--- config.mk ---
export PLATFORM = sky130hd
export DESIGN_NAME = sum_checked_frame_parser
export DESIGN_NICKNAME = d
export VERILOG_FILES = /design/src/hw/rtl/scfp_pkg.sv /design/src/hw/rtl/scfp_ctrl.sv /design/src/hw/rtl/scfp_dp.sv /design/src/hw/rtl/sum_checked_frame_parser.sv
export SDC_FILE = /design/constraint.sdc
export NUM_CORES = 1
export LEC_CHECK = 0
export ABC_AREA = 1
export BUFFER_PORTS_ARGS = -buffer_cell sky130_fd_sc_hd__buf_2
export CORE_MARGIN = 4
export CORE_UTILIZATION = 57
export DETAILED_ROUTE_END_ITERATION = 8
export PLACE_DENSITY_LB_ADDON = 0.3
export REMOVE_ABC_BUFFERS = 1
export SYNTH_ARGS = -nofsm -noshare
export SYNTH_HDL_FRONTEND = slang
export SYNTH_SLANG_ARGS = --single-unit
--- constraint.sdc ---
create_clock -name clk -period 2.39 [get_ports clk]
set_input_delay 0.1195 -clock clk [delete_from_list [all_inputs] [get_ports clk]]
set_output_delay 0.1195 -clock clk [all_outputs]
set_load 0.02 [all_outputs]
--- src/hw/rtl/scfp_pkg.sv ---
// ----------------------------------------------------------------------------
// scfp_pkg
// Shared types and constants for the sync/length/checksum frame parser.
// ----------------------------------------------------------------------------
package scfp_pkg;

    localparam int BODY_DEPTH_DEF = 64;

    localparam logic [7:0] SYNC_FIRST_RST  = 8'h05;
    localparam logic [7:0] SYNC_SECOND_RST = 8'h5a;
    localparam logic [7:0] MIN_LENGTH      = 8'd5;
    localparam logic [7:0] CMD_OFFSET      = 8'd3;

    localparam logic [7:0] CFG_SYNC_FIRST  = 8'd0;
    localparam logic [7:0] CFG_SYNC_SECOND = 8'd1;

    typedef enum logic [1:0] {
        ST_OK      = 2'd0,
        ST_BAD_SUM = 2'd1,
        ST_BAD_LEN = 2'd2
    } status_t;

    typedef enum logic [2:0] {
        PH_HUNT1,
        PH_HUNT2,
        PH_LEN_HI,
        PH_LEN_LO,
        PH_BODY,
        PH_SUM,
        PH_EMIT_RD,
        PH_EMIT_WR
    } phase_t;

    // controller -> datapath
    typedef struct packed {
        logic len_hi_load;
        logic len_lo_load;
        logic body_take;
        logic emit_err_len;
        logic emit_err_sum;
        logic emit_rd;
        logic emit_load;
    } scfp_cmd_t;

    // datapath -> controller
    typedef struct packed {
        logic is_sync1;
        logic is_sync2;
        logic len_bad;
        logic body_done;
        logic sum_match;
        logic emit_last;
        logic out_busy;
    } scfp_sts_t;

endpackage

--- src/hw/rtl/scfp_ctrl.sv ---
// ----------------------------------------------------------------------------
// scfp_ctrl
// Frame state machine: sync hunt, length, body, checksum and body burst.
// ----------------------------------------------------------------------------
module scfp_ctrl
(
    input  logic                clk,
    input  logic                rst_n,
    input  logic                in_valid,
    output logic                in_stall,
    input  scfp_pkg::scfp_sts_t sts,
    output scfp_pkg::scfp_cmd_t cmd
);
    import scfp_pkg::*;

    phase_t state_reg;
    phase_t state_next;
    logic   accept;

    always_ff @(posedge clk or negedge rst_n)
    begin
        if (!rst_n)
        begin
            state_reg <= PH_HUNT1;
        end
        else
        begin
            state_reg <= state_next;
        end
    end

    // the input is held for the whole burst; bytes that can raise a result wait until the output register can take it
    always_comb
    begin
        case (state_reg)
            PH_EMIT_RD, PH_EMIT_WR: in_stall = 1'b1;
            PH_LEN_LO, PH_SUM:      in_stall = sts.out_busy;
            default:                in_stall = 1'b0;
        endcase
    end

    assign accept = in_valid && !in_stall;

    always_comb
    begin
        state_next = state_reg;
        case (state_reg)
            PH_HUNT1:
            begin
                if (accept && sts.is_sync1)
                begin
                    state_next = PH_HUNT2;
                end
            end
            PH_HUNT2:
            begin
                if (accept)
                begin
                    if (sts.is_sync2)
                    begin
                        state_next = PH_LEN_HI;
                    end
                    else if (sts.is_sync1)
                    begin
                        state_next = PH_HUNT2;
                    end
                    else
                    begin
                        state_next = PH_HUNT1;
                    end
                end
            end
            PH_LEN_HI:
            begin
                if (accept)
                begin
                    state_next = PH_LEN_LO;
                end
            end
            PH_LEN_LO:
            begin
                if (accept)
                begin
                    state_next = sts.len_bad ? PH_HUNT1 : PH_BODY;
                end
            end
            PH_BODY:
            begin
                if (accept && sts.body_done)
                begin
                    state_next = PH_SUM;
                end
            end
            PH_SUM:
            begin
                if (accept)
                begin
                    state_next = sts.sum_match ? PH_EMIT_RD : PH_HUNT1;
                end
            end
            PH_EMIT_RD:
            begin
                state_next = PH_EMIT_WR;
            end
            PH_EMIT_WR:
            begin
                if (!sts.out_busy)
                begin
                    state_next = sts.emit_last ? PH_HUNT1 : PH_EMIT_RD;
                end
            end
            default:
            begin
                state_next = PH_HUNT1;
            end
        endcase
    end

    always_comb
    begin
        cmd = '0;
        case (state_reg)
            PH_LEN_HI:
            begin
                cmd.len_hi_load = accept;
            end
            PH_LEN_LO:
            begin
                cmd.len_lo_load  = accept && !sts.len_bad;
                cmd.emit_err_len = accept && sts.len_bad;
            end
            PH_BODY:
            begin
                cmd.body_take = accept;
            end
            PH_SUM:
            begin
                cmd.emit_err_sum = accept && !sts.sum_match;
            end
            PH_EMIT_RD:
            begin
                cmd.emit_rd = 1'b1;
            end
            PH_EMIT_WR:
            begin
                cmd.emit_load = !sts.out_busy;
            end
            default:
            begin
                cmd = '0;
            end
        endcase
    end

    a_rd_then_wr: assert property (@(posedge clk) disable iff (!rst_n)
        state_reg == PH_EMIT_RD |=> state_reg == PH_EMIT_WR)
        else $error("burst read not followed by load");

    a_no_take_in_burst: assert property (@(posedge clk) disable iff (!rst_n)
        (state_reg == PH_EMIT_RD || state_reg == PH_EMIT_WR) |-> in_stall)
        else $error("byte taken during burst");

    a_load_free: assert property (@(posedge clk) disable iff (!rst_n)
        (cmd.emit_load || cmd.emit_err_len || cmd.emit_err_sum) |-> !sts.out_busy)
        else $error("result written into busy output register");

    a_one_emit: assert property (@(posedge clk) disable iff (!rst_n)
        $countones({cmd.emit_load, cmd.emit_err_len, cmd.emit_err_sum}) <= 1)
        else $error("two result sources at once");

endmodule

--- src/hw/rtl/scfp_dp.sv ---
// ----------------------------------------------------------------------------
// scfp_dp
// Datapath: sync registers, length, running sum, body memory, output register.
// ----------------------------------------------------------------------------
module scfp_dp
#(
    parameter int BODY_DEPTH = scfp_pkg::BODY_DEPTH_DEF
)
(
    input  logic                clk,
    input  logic                rst_n,
    input  logic                cfg_valid,
    input  logic [7:0]          cfg_index,
    input  logic [7:0]          cfg_data,
    input  logic [7:0]          rx_byte,
    input  scfp_pkg::scfp_cmd_t cmd,
    output scfp_pkg::scfp_sts_t sts,
    output logic [7:0]          payload_byte,
    output logic                last,
    output logic [1:0]          status,
    output logic                out_valid,
    input  logic                out_stall
);
    import scfp_pkg::*;

    localparam int IW = (BODY_DEPTH > 1) ? $clog2(BODY_DEPTH) : 1;
    localparam int CW = $clog2(BODY_DEPTH + 1);
    localparam logic [8:0] DEPTH9 = 9'(BODY_DEPTH);

    logic [7:0]    sync_first_reg;
    logic [7:0]    sync_second_reg;
    logic [7:0]    len_hi_reg;
    logic [7:0]    frame_length_reg;
    logic [7:0]    frame_position_reg;
    logic [7:0]    running_sum_reg;
    logic [CW-1:0] body_count_reg;
    logic [CW-1:0] rd_idx_reg;
    logic [7:0]    rd_data_reg;
    logic [7:0]    body_store [BODY_DEPTH];

    logic          out_valid_reg;
    logic [7:0]    out_byte_reg;
    logic          out_last_reg;
    status_t       out_status_reg;

    logic [7:0]    len_full;
    logic [8:0]    pos_inc;
    logic          store_en;

    assign len_full = len_hi_reg | rx_byte;
    assign pos_inc  = {1'b0, frame_position_reg} + 9'd1;
    assign store_en = cmd.body_take && (frame_position_reg >= CMD_OFFSET)
                      && (body_count_reg < CW'(BODY_DEPTH));

    always_comb
    begin
        sts.is_sync1  = (rx_byte == sync_first_reg);
        sts.is_sync2  = (rx_byte == sync_second_reg);
        sts.len_bad   = (len_full < MIN_LENGTH)
                        || (({1'b0, len_full} - 9'd4) > DEPTH9);
        sts.body_done = pos_inc >= ({1'b0, frame_length_reg} - 9'd1);
        sts.sum_match = (rx_byte == running_sum_reg);
        sts.emit_last = ((rd_idx_reg + CW'(1)) == body_count_reg);
        sts.out_busy  = out_valid_reg && out_stall;
    end

    always_ff @(posedge clk or negedge rst_n)
    begin
        if (!rst_n)
        begin
            sync_first_reg  <= SYNC_FIRST_RST;
            sync_second_reg <= SYNC_SECOND_RST;
        end
        else if (cfg_valid)
        begin
            if (cfg_index == CFG_SYNC_FIRST)
            begin
                sync_first_reg <= cfg_data;
            end
            else if (cfg_index == CFG_SYNC_SECOND)
            begin
                sync_second_reg <= cfg_data;
            end
        end
    end

    always_ff @(posedge clk or negedge rst_n)
    begin
        if (!rst_n)
        begin
            len_hi_reg         <= '0;
            frame_length_reg   <= '0;
            frame_position_reg <= '0;
            running_sum_reg    <= '0;
            body_count_reg     <= '0;
            rd_idx_reg         <= '0;
        end
        else
        begin
            if (cmd.len_hi_load)
            begin
                len_hi_reg <= rx_byte;
            end
            if (cmd.len_lo_load)
            begin
                frame_length_reg   <= len_full;
                frame_position_reg <= '0;
                running_sum_reg    <= '0;
                body_count_reg     <= '0;
                rd_idx_reg         <= '0;
            end
            if (cmd.body_take)
            begin
                running_sum_reg    <= running_sum_reg + rx_byte;
                frame_position_reg <= pos_inc[7:0];
            end
            if (store_en)
            begin
                body_count_reg <= body_count_reg + CW'(1);
            end
            if (cmd.emit_load)
            begin
                rd_idx_reg <= rd_idx_reg + CW'(1);
            end
        end
    end

    always_ff @(posedge clk)
    begin
        if (store_en)
        begin
            body_store[body_count_reg[IW-1:0]] <= rx_byte;
        end
        if (cmd.emit_rd)
        begin
            rd_data_reg <= body_store[rd_idx_reg[IW-1:0]];
        end
    end

    always_ff @(posedge clk or negedge rst_n)
    begin
        if (!rst_n)
        begin
            out_valid_reg <= 1'b0;
        end
        else if (cmd.emit_load || cmd.emit_err_len || cmd.emit_err_sum)
        begin
            out_valid_reg <= 1'b1;
        end
        else if (!out_stall)
        begin
            out_valid_reg <= 1'b0;
        end
    end

    always_ff @(posedge clk)
    begin
        if (cmd.emit_load)
        begin
            out_byte_reg   <= rd_data_reg;
            out_last_reg   <= sts.emit_last;
            out_status_reg <= ST_OK;
        end
        else if (cmd.emit_err_len || cmd.emit_err_sum)
        begin
            out_byte_reg   <= '0;
            out_last_reg   <= 1'b1;
            out_status_reg <= cmd.emit_err_len ? ST_BAD_LEN : ST_BAD_SUM;
        end
    end

    assign out_valid    = out_valid_reg;
    assign payload_byte = out_byte_reg;
    assign last         = out_last_reg;
    assign status       = out_status_reg;

endmodule

--- src/hw/rtl/sum_checked_frame_parser.sv ---
// ----------------------------------------------------------------------------
// sum_checked_frame_parser
// Byte-stream parser for sync/length/checksum framed commands.
// ----------------------------------------------------------------------------
// Input channel rx_byte/in_valid/in_stall takes one received byte per transfer.
// The parser hunts for the two sync bytes, reads length L = byte2 | byte3,
// sums bytes 4..2+L mod 256 and buffers bytes 7..2+L, then checks the sum
// against byte 3+L.
// Output channel payload_byte/last/status/out_valid/out_stall: a good frame
// gives its L-4 command bytes (status 0, last on the final one); a bad sum
// gives one status 1 result, a bad length one status 2 result right after
// the second length byte.
// Throughput: one byte per cycle while parsing, but a result-producing byte
// stalls while the output register is full and stalled. After a good
// checksum the input stalls for the burst: each command byte takes a
// registered body memory read, then an output register load, which waits
// while out_stall holds. A result is registered and visible the cycle
// after the byte (or load) that produces it.
// Configuration port cfg_valid/cfg_ready/cfg_index/cfg_data is always ready;
// index 0 is sync_first, 1 is sync_second, other indexes are ignored.
// Reset (rst_n low) restores the sync bytes 0x05/0x5a and returns to hunting.
// ----------------------------------------------------------------------------
module sum_checked_frame_parser
#(
    parameter int BODY_DEPTH = scfp_pkg::BODY_DEPTH_DEF
)
(
    input  logic       clk,
    input  logic       rst_n,
    input  logic       cfg_valid,
    output logic       cfg_ready,
    input  logic [7:0] cfg_index,
    input  logic [7:0] cfg_data,
    input  logic [7:0] rx_byte,
    input  logic       in_valid,
    output logic       in_stall,
    output logic [7:0] payload_byte,
    output logic       last,
    output logic [1:0] status,
    output logic       out_valid,
    input  logic       out_stall
);
    import scfp_pkg::*;

    scfp_cmd_t cmd;
    scfp_sts_t sts;

    assign cfg_ready = 1'b1;

    scfp_ctrl u_ctrl
    (
        .clk      (clk),
        .rst_n    (rst_n),
        .in_valid (in_valid),
        .in_stall (in_stall),
        .sts      (sts),
        .cmd      (cmd)
    );

    scfp_dp
    #(
        .BODY_DEPTH (BODY_DEPTH)
    )
    u_dp
    (
        .clk          (clk),
        .rst_n        (rst_n),
        .cfg_valid    (cfg_valid && cfg_ready),
        .cfg_index    (cfg_index),
        .cfg_data     (cfg_data),
        .rx_byte      (rx_byte),
        .cmd          (cmd),
        .sts          (sts),
        .payload_byte (payload_byte),
        .last         (last),
        .status       (status),
        .out_valid    (out_valid),
        .out_stall    (out_stall)
    );

endmodule

==> qor_table.md <==
| Stage | Parameter | Value |
| --- | --- | --- |
| yosys | Post-Synthesis Cells | 2242 |
| worst setup path | Cell chain of the critical path | ha_2, nand2_2, nor2_4, inv_2, nor3_4, buf_4, nand2_1, nor2_2, ha_1, a21oi_1, nand3_1, a31oi_1, nand2_1, nand2_1, nor2_2, nand2_1, nand2_1 |
| yosys | Area share of the largest cell type after synthesis | 0.6260 |
| clock tree | Number of buffers on the longest clock path | 3 |
| pwr | Cell leakage power | 10.87 nW |
| yosys | Most used standard cell by instance count after synthesis | sky130_fd_sc_hd__edfxtp_1 |
| yosys | EDFF count, synth | 529 |
| timing | Setup violators final | 3 |
| yosys | Seq/Total Area, Yosys | 0.6929 |
| placement | DPL Wire Length | 38590 µm |
| clock tree | Clock sink count | 597 |
| worst setup path | Slowest stage delay, CP | 0.38 ns |
| timing | Hold WS | 0.06432 ns |
| layout | Number of flip-flops in the largest register | 512 |
| pwr | Worst IR drop on VDD | 0.5839 mV |
| timing | Slew at the pin closest to its max-slew limit | 0.8018 ns |
| global route | Total gr overflow | 0 |
| yosys | Area contributors post-synth | sky130_fd_sc_hd__edfxtp_1 63%, sky130_fd_sc_hd__nand2_1 6.2%, sky130_fd_sc_hd__dfrtp_1 5.9% |
| timing | F_max | 0.4023 GHz |
| yosys | Ys async rst share | 0.1106 |
| timing | Final slew viol count | 0 |
| global route | Via count of the first global-routing pass | 17620 |
| worst setup path | Critical Path End Type | register |
| global route | First-pass GRT wire length | 97950 µm |
| clock tree | Clock transition at path regs | 0.06 ns |
| detailed routing | Vias | 17900 |
| timing | Final clock period utilization by the worst path | 1.040 |
| floorplanning | Effective utilization at floorplan | 0.5751 |
| clock tree | CTS tree | yes |
| timing | Max_slew headroom | 0.4655 |
| worst setup path | Worst Path Max Fanout | 3 |
| pwr | PnR Total Power | 0.02188 W |
| detailed routing | ANT nets after route | 0 |
| yosys | Average footprint of a synthesized cell | 11.32 µm² |
| pwr | Total power per unit cell area | 753.8 mW/mm² |
| worst setup path | Arrival time of data at the critical path endpoint | 2.98 ns |
| clock tree | Root buf cell | sky130_fd_sc_hd__clkbuf_16 |
| detailed routing | Initial DRT Pass Iterations | 5 |
| yosys | Area leader, netlist | sky130_fd_sc_hd__edfxtp_1 |
| timing | Worst setup margin | -0.09548 ns |
| layout | Ant diodes | 0 |
| layout | Post-Layout Cell Count | 3030 |
| worst setup path | Slowest cell on the critical path | sky130_fd_sc_hd__dfrtp_1 |
| detailed routing | Number of remaining DRC errors | 0 |
| floorplanning | Core ar. | 0.04412 mm² |
| clock tree | H-tree levels | 2 |
| global route | Largest net degree at the start of global routing | 81 |
| timing | Worst setup skew after layout | 0.02241 ns |
| outcome | Failing checks | negative setup slack |
| yosys | Flip-flop and latch count after synthesis | 597 |
| layout | Area Growth Syn to Fin | 14.37% |
| outcome | Status | finished with violations |
| worst setup path | Classification of the worst setup path | reg2reg |
| detailed routing | Wirelength, routed | 62950 µm |
| layout | Layout fillers | 3293 |
| yosys | Number of library cell types mapped by synthesis | 49 |
| floorplanning | Die Area | 0.04796 mm² |
| floorplanning | Vertical die dimension | 219 µm |
| global route | Number of antenna violations at the first check in global routing | 0 |
| clock tree | CTS buffer count | 59 |
| placement | Count of input and output buffers | 41 |
| timing | RSZ-0062 raised after global routing | yes |
| worst setup path | Type of element launching the critical path | register |
| detailed routing | Average detailed-routed wire length per instance | 20.78 µm |
| detailed routing | Number of vias per cell | 5.908 |
| timing | Final Hold Viols | 0 |
| layout | Total area of sequential cells | 0.01759 mm² |
| layout | Fraction of layout instances using a drive strength above 1 | 0.1362 |
| floorplanning | Chip width | 219 µm |
| yosys | Leading cell types by count after synthesis | 529 x sky130_fd_sc_hd__edfxtp_1, 419 x sky130_fd_sc_hd__nand2_1, 364 x sky130_fd_sc_hd__nor2_1, 257 x sky130_fd_sc_hd__o21ai_0, 141 x sky130_fd_sc_hd__o22ai_1 |
| flow run | Max Cap Viol | 0 |
| placement | Placed Cells incl. Taps | 2899 |
| hold path | Type of the most critical hold path | in2reg |
| floorplanning | FP Rows | 77 |
| yosys | Most instantiated flip-flop cell in the synthesis netlist | sky130_fd_sc_hd__edfxtp_1 |
| worst setup path | Data required, critical path | 2.89 ns |
| layout | Final core utilization | 0.6577 |
| layout | Total area of multi-input combinational cells | 0.006820 mm² |
| yosys | Mapped Area | 0.02538 mm² |
| floorplanning | I/O Pins | 43 |
| yosys | Yosys synthesis warning count | 0 |
| worst setup path | Most Frequent Cell on Critical Path | sky130_fd_sc_hd__nand2_1 |
| clock tree | Clock insertion delay at the later pin of the skew report | 0.62 ns |
| detailed routing | Count of routing violations after the opening detailed-route iteration | 2222 |
| layout | Layout Nets | 2440 |
| global route | GRT Total Usage | 0.2634 |
| placement | Routability cong. | 0.9071 |
| timing | Post-layout minimum cycle time | 2.485 ns |
[cells in the final DEF (no fill, tap or decap), types with 44 or more instances in the layout]
| master | n |
|---|---|
| sky130_fd_sc_hd__nand2_1 | 418 |
| sky130_fd_sc_hd__clkbuf_16 | 60 |
| sky130_fd_sc_hd__buf_4 | 142 |
| sky130_fd_sc_hd__o22ai_1 | 141 |
| sky130_fd_sc_hd__inv_1 | 78 |
| sky130_fd_sc_hd__nor2_1 | 361 |
| sky130_fd_sc_hd__edfxtp_1 | 529 |
| sky130_fd_sc_hd__dfrtp_1 | 57 |
| sky130_fd_sc_hd__o21ai_1 | 44 |
| sky130_fd_sc_hd__nand3_1 | 97 |
| sky130_fd_sc_hd__o21ai_0 | 256 |
[repair_timing]
action,in CTS,in global routing
endpoints found under the hold margin,52,0
buffers inserted,5,3
pin swaps,6,13
cloned,0,0
resized for setup,8,9
hold buffers,14,0
setup endpoints to repair,3,54
[cell type report]
cell class / count / area share
clock buffers: 71 / 0.05316
clock inverters: 38 / 0.01086
repair buffers: 210 / 0.05760
well taps: 592 / 0.02552
flip-flops and latches: 597 / 0.6062
multi-input cells: 1434 / 0.2350
inverters: 88 / 0.01168
[final timing paths]
path                                            start                  endpoint  slack [ns]  cells after the start
min reg2reg                            u_dp.status[0]            u_dp.status[0]        0.47                      2
min                                        rx_byte[6]    u_dp.body_store[28][6]        0.06                      2
max in group asynchronous                       rst_n   u_dp.sync_second_reg[6]        1.47                      3
max                        u_dp.frame_position_reg[1]       u_ctrl.state_reg[1]        -0.1                     17
min in group asynchronous                       rst_n  u_dp.frame_length_reg[0]        0.11                      2
max reg2reg                u_dp.frame_position_reg[1]       u_ctrl.state_reg[1]        -0.1                     17
[report_power, final]
part	internal, W	switching, W	total [W]
Combinational	0.000521	0.000969	0.00149
Sequential	0.0114	0.0000536	0.0115
Clock	0.00503	0.00387	0.00890
Total	0.0170	0.00489	0.0219
[through the flow]
step,worst slack [ns],instance area (µm²),TNS [ns]
after floorplan,-4.023,24670,-61.51
after global placement,-0.06485,26890,-0.1885
after detailed placement,-0.1130,26890,-0.2950
after CTS,-0.02190,28950,-0.02190
after global routing,-0.2603,29020,-0.7168
final,-0.09548,29020,-0.2539
[routing by layer]
layer | wire length [µm] | share of wire | vias to the layer above | track usage
met2 | 30510 | 0.48 | 922 | 0.4322
met5 | 0 | 0 | - | 0
li1 | - | - | 8219 | -
met3 | 5774 | 0.092 | 118 | 0.04542
met1 | 24860 | 0.39 | 8641 | 0.3625
met4 | 1801 | 0.029 | 0 | 0.08806
[critical path: cells and delay by family (launching register included)]
family	cells	cell delay, ns
and+or+nand+nor	11	1.04
AOI/OAI and AO/OA	2	0.31
adders and majority gates	2	0.45
DFF	1	0.38
buffers and inverters	2	0.19
[cell families (layout without fill, tap and decap cells)]
family                   count (synthesis)  in the layout  share of synthesized area
adder cells (fa/ha/maj)                 21             21                    0.01065
multiplexers                             2              2                  0.0008874
AO/OA/AOI/OAI                          462            462                    0.09881
other                                    1              1                  0.0001478
AND/OR/NAND/NOR                        922            922                     0.1464
XOR/XNOR                                26             26                   0.008974
buffers and inverters                  211            407                    0.04122
flip-flops                             597            597                     0.6929
No activity file was read; power rests on OpenSTA's default activity.
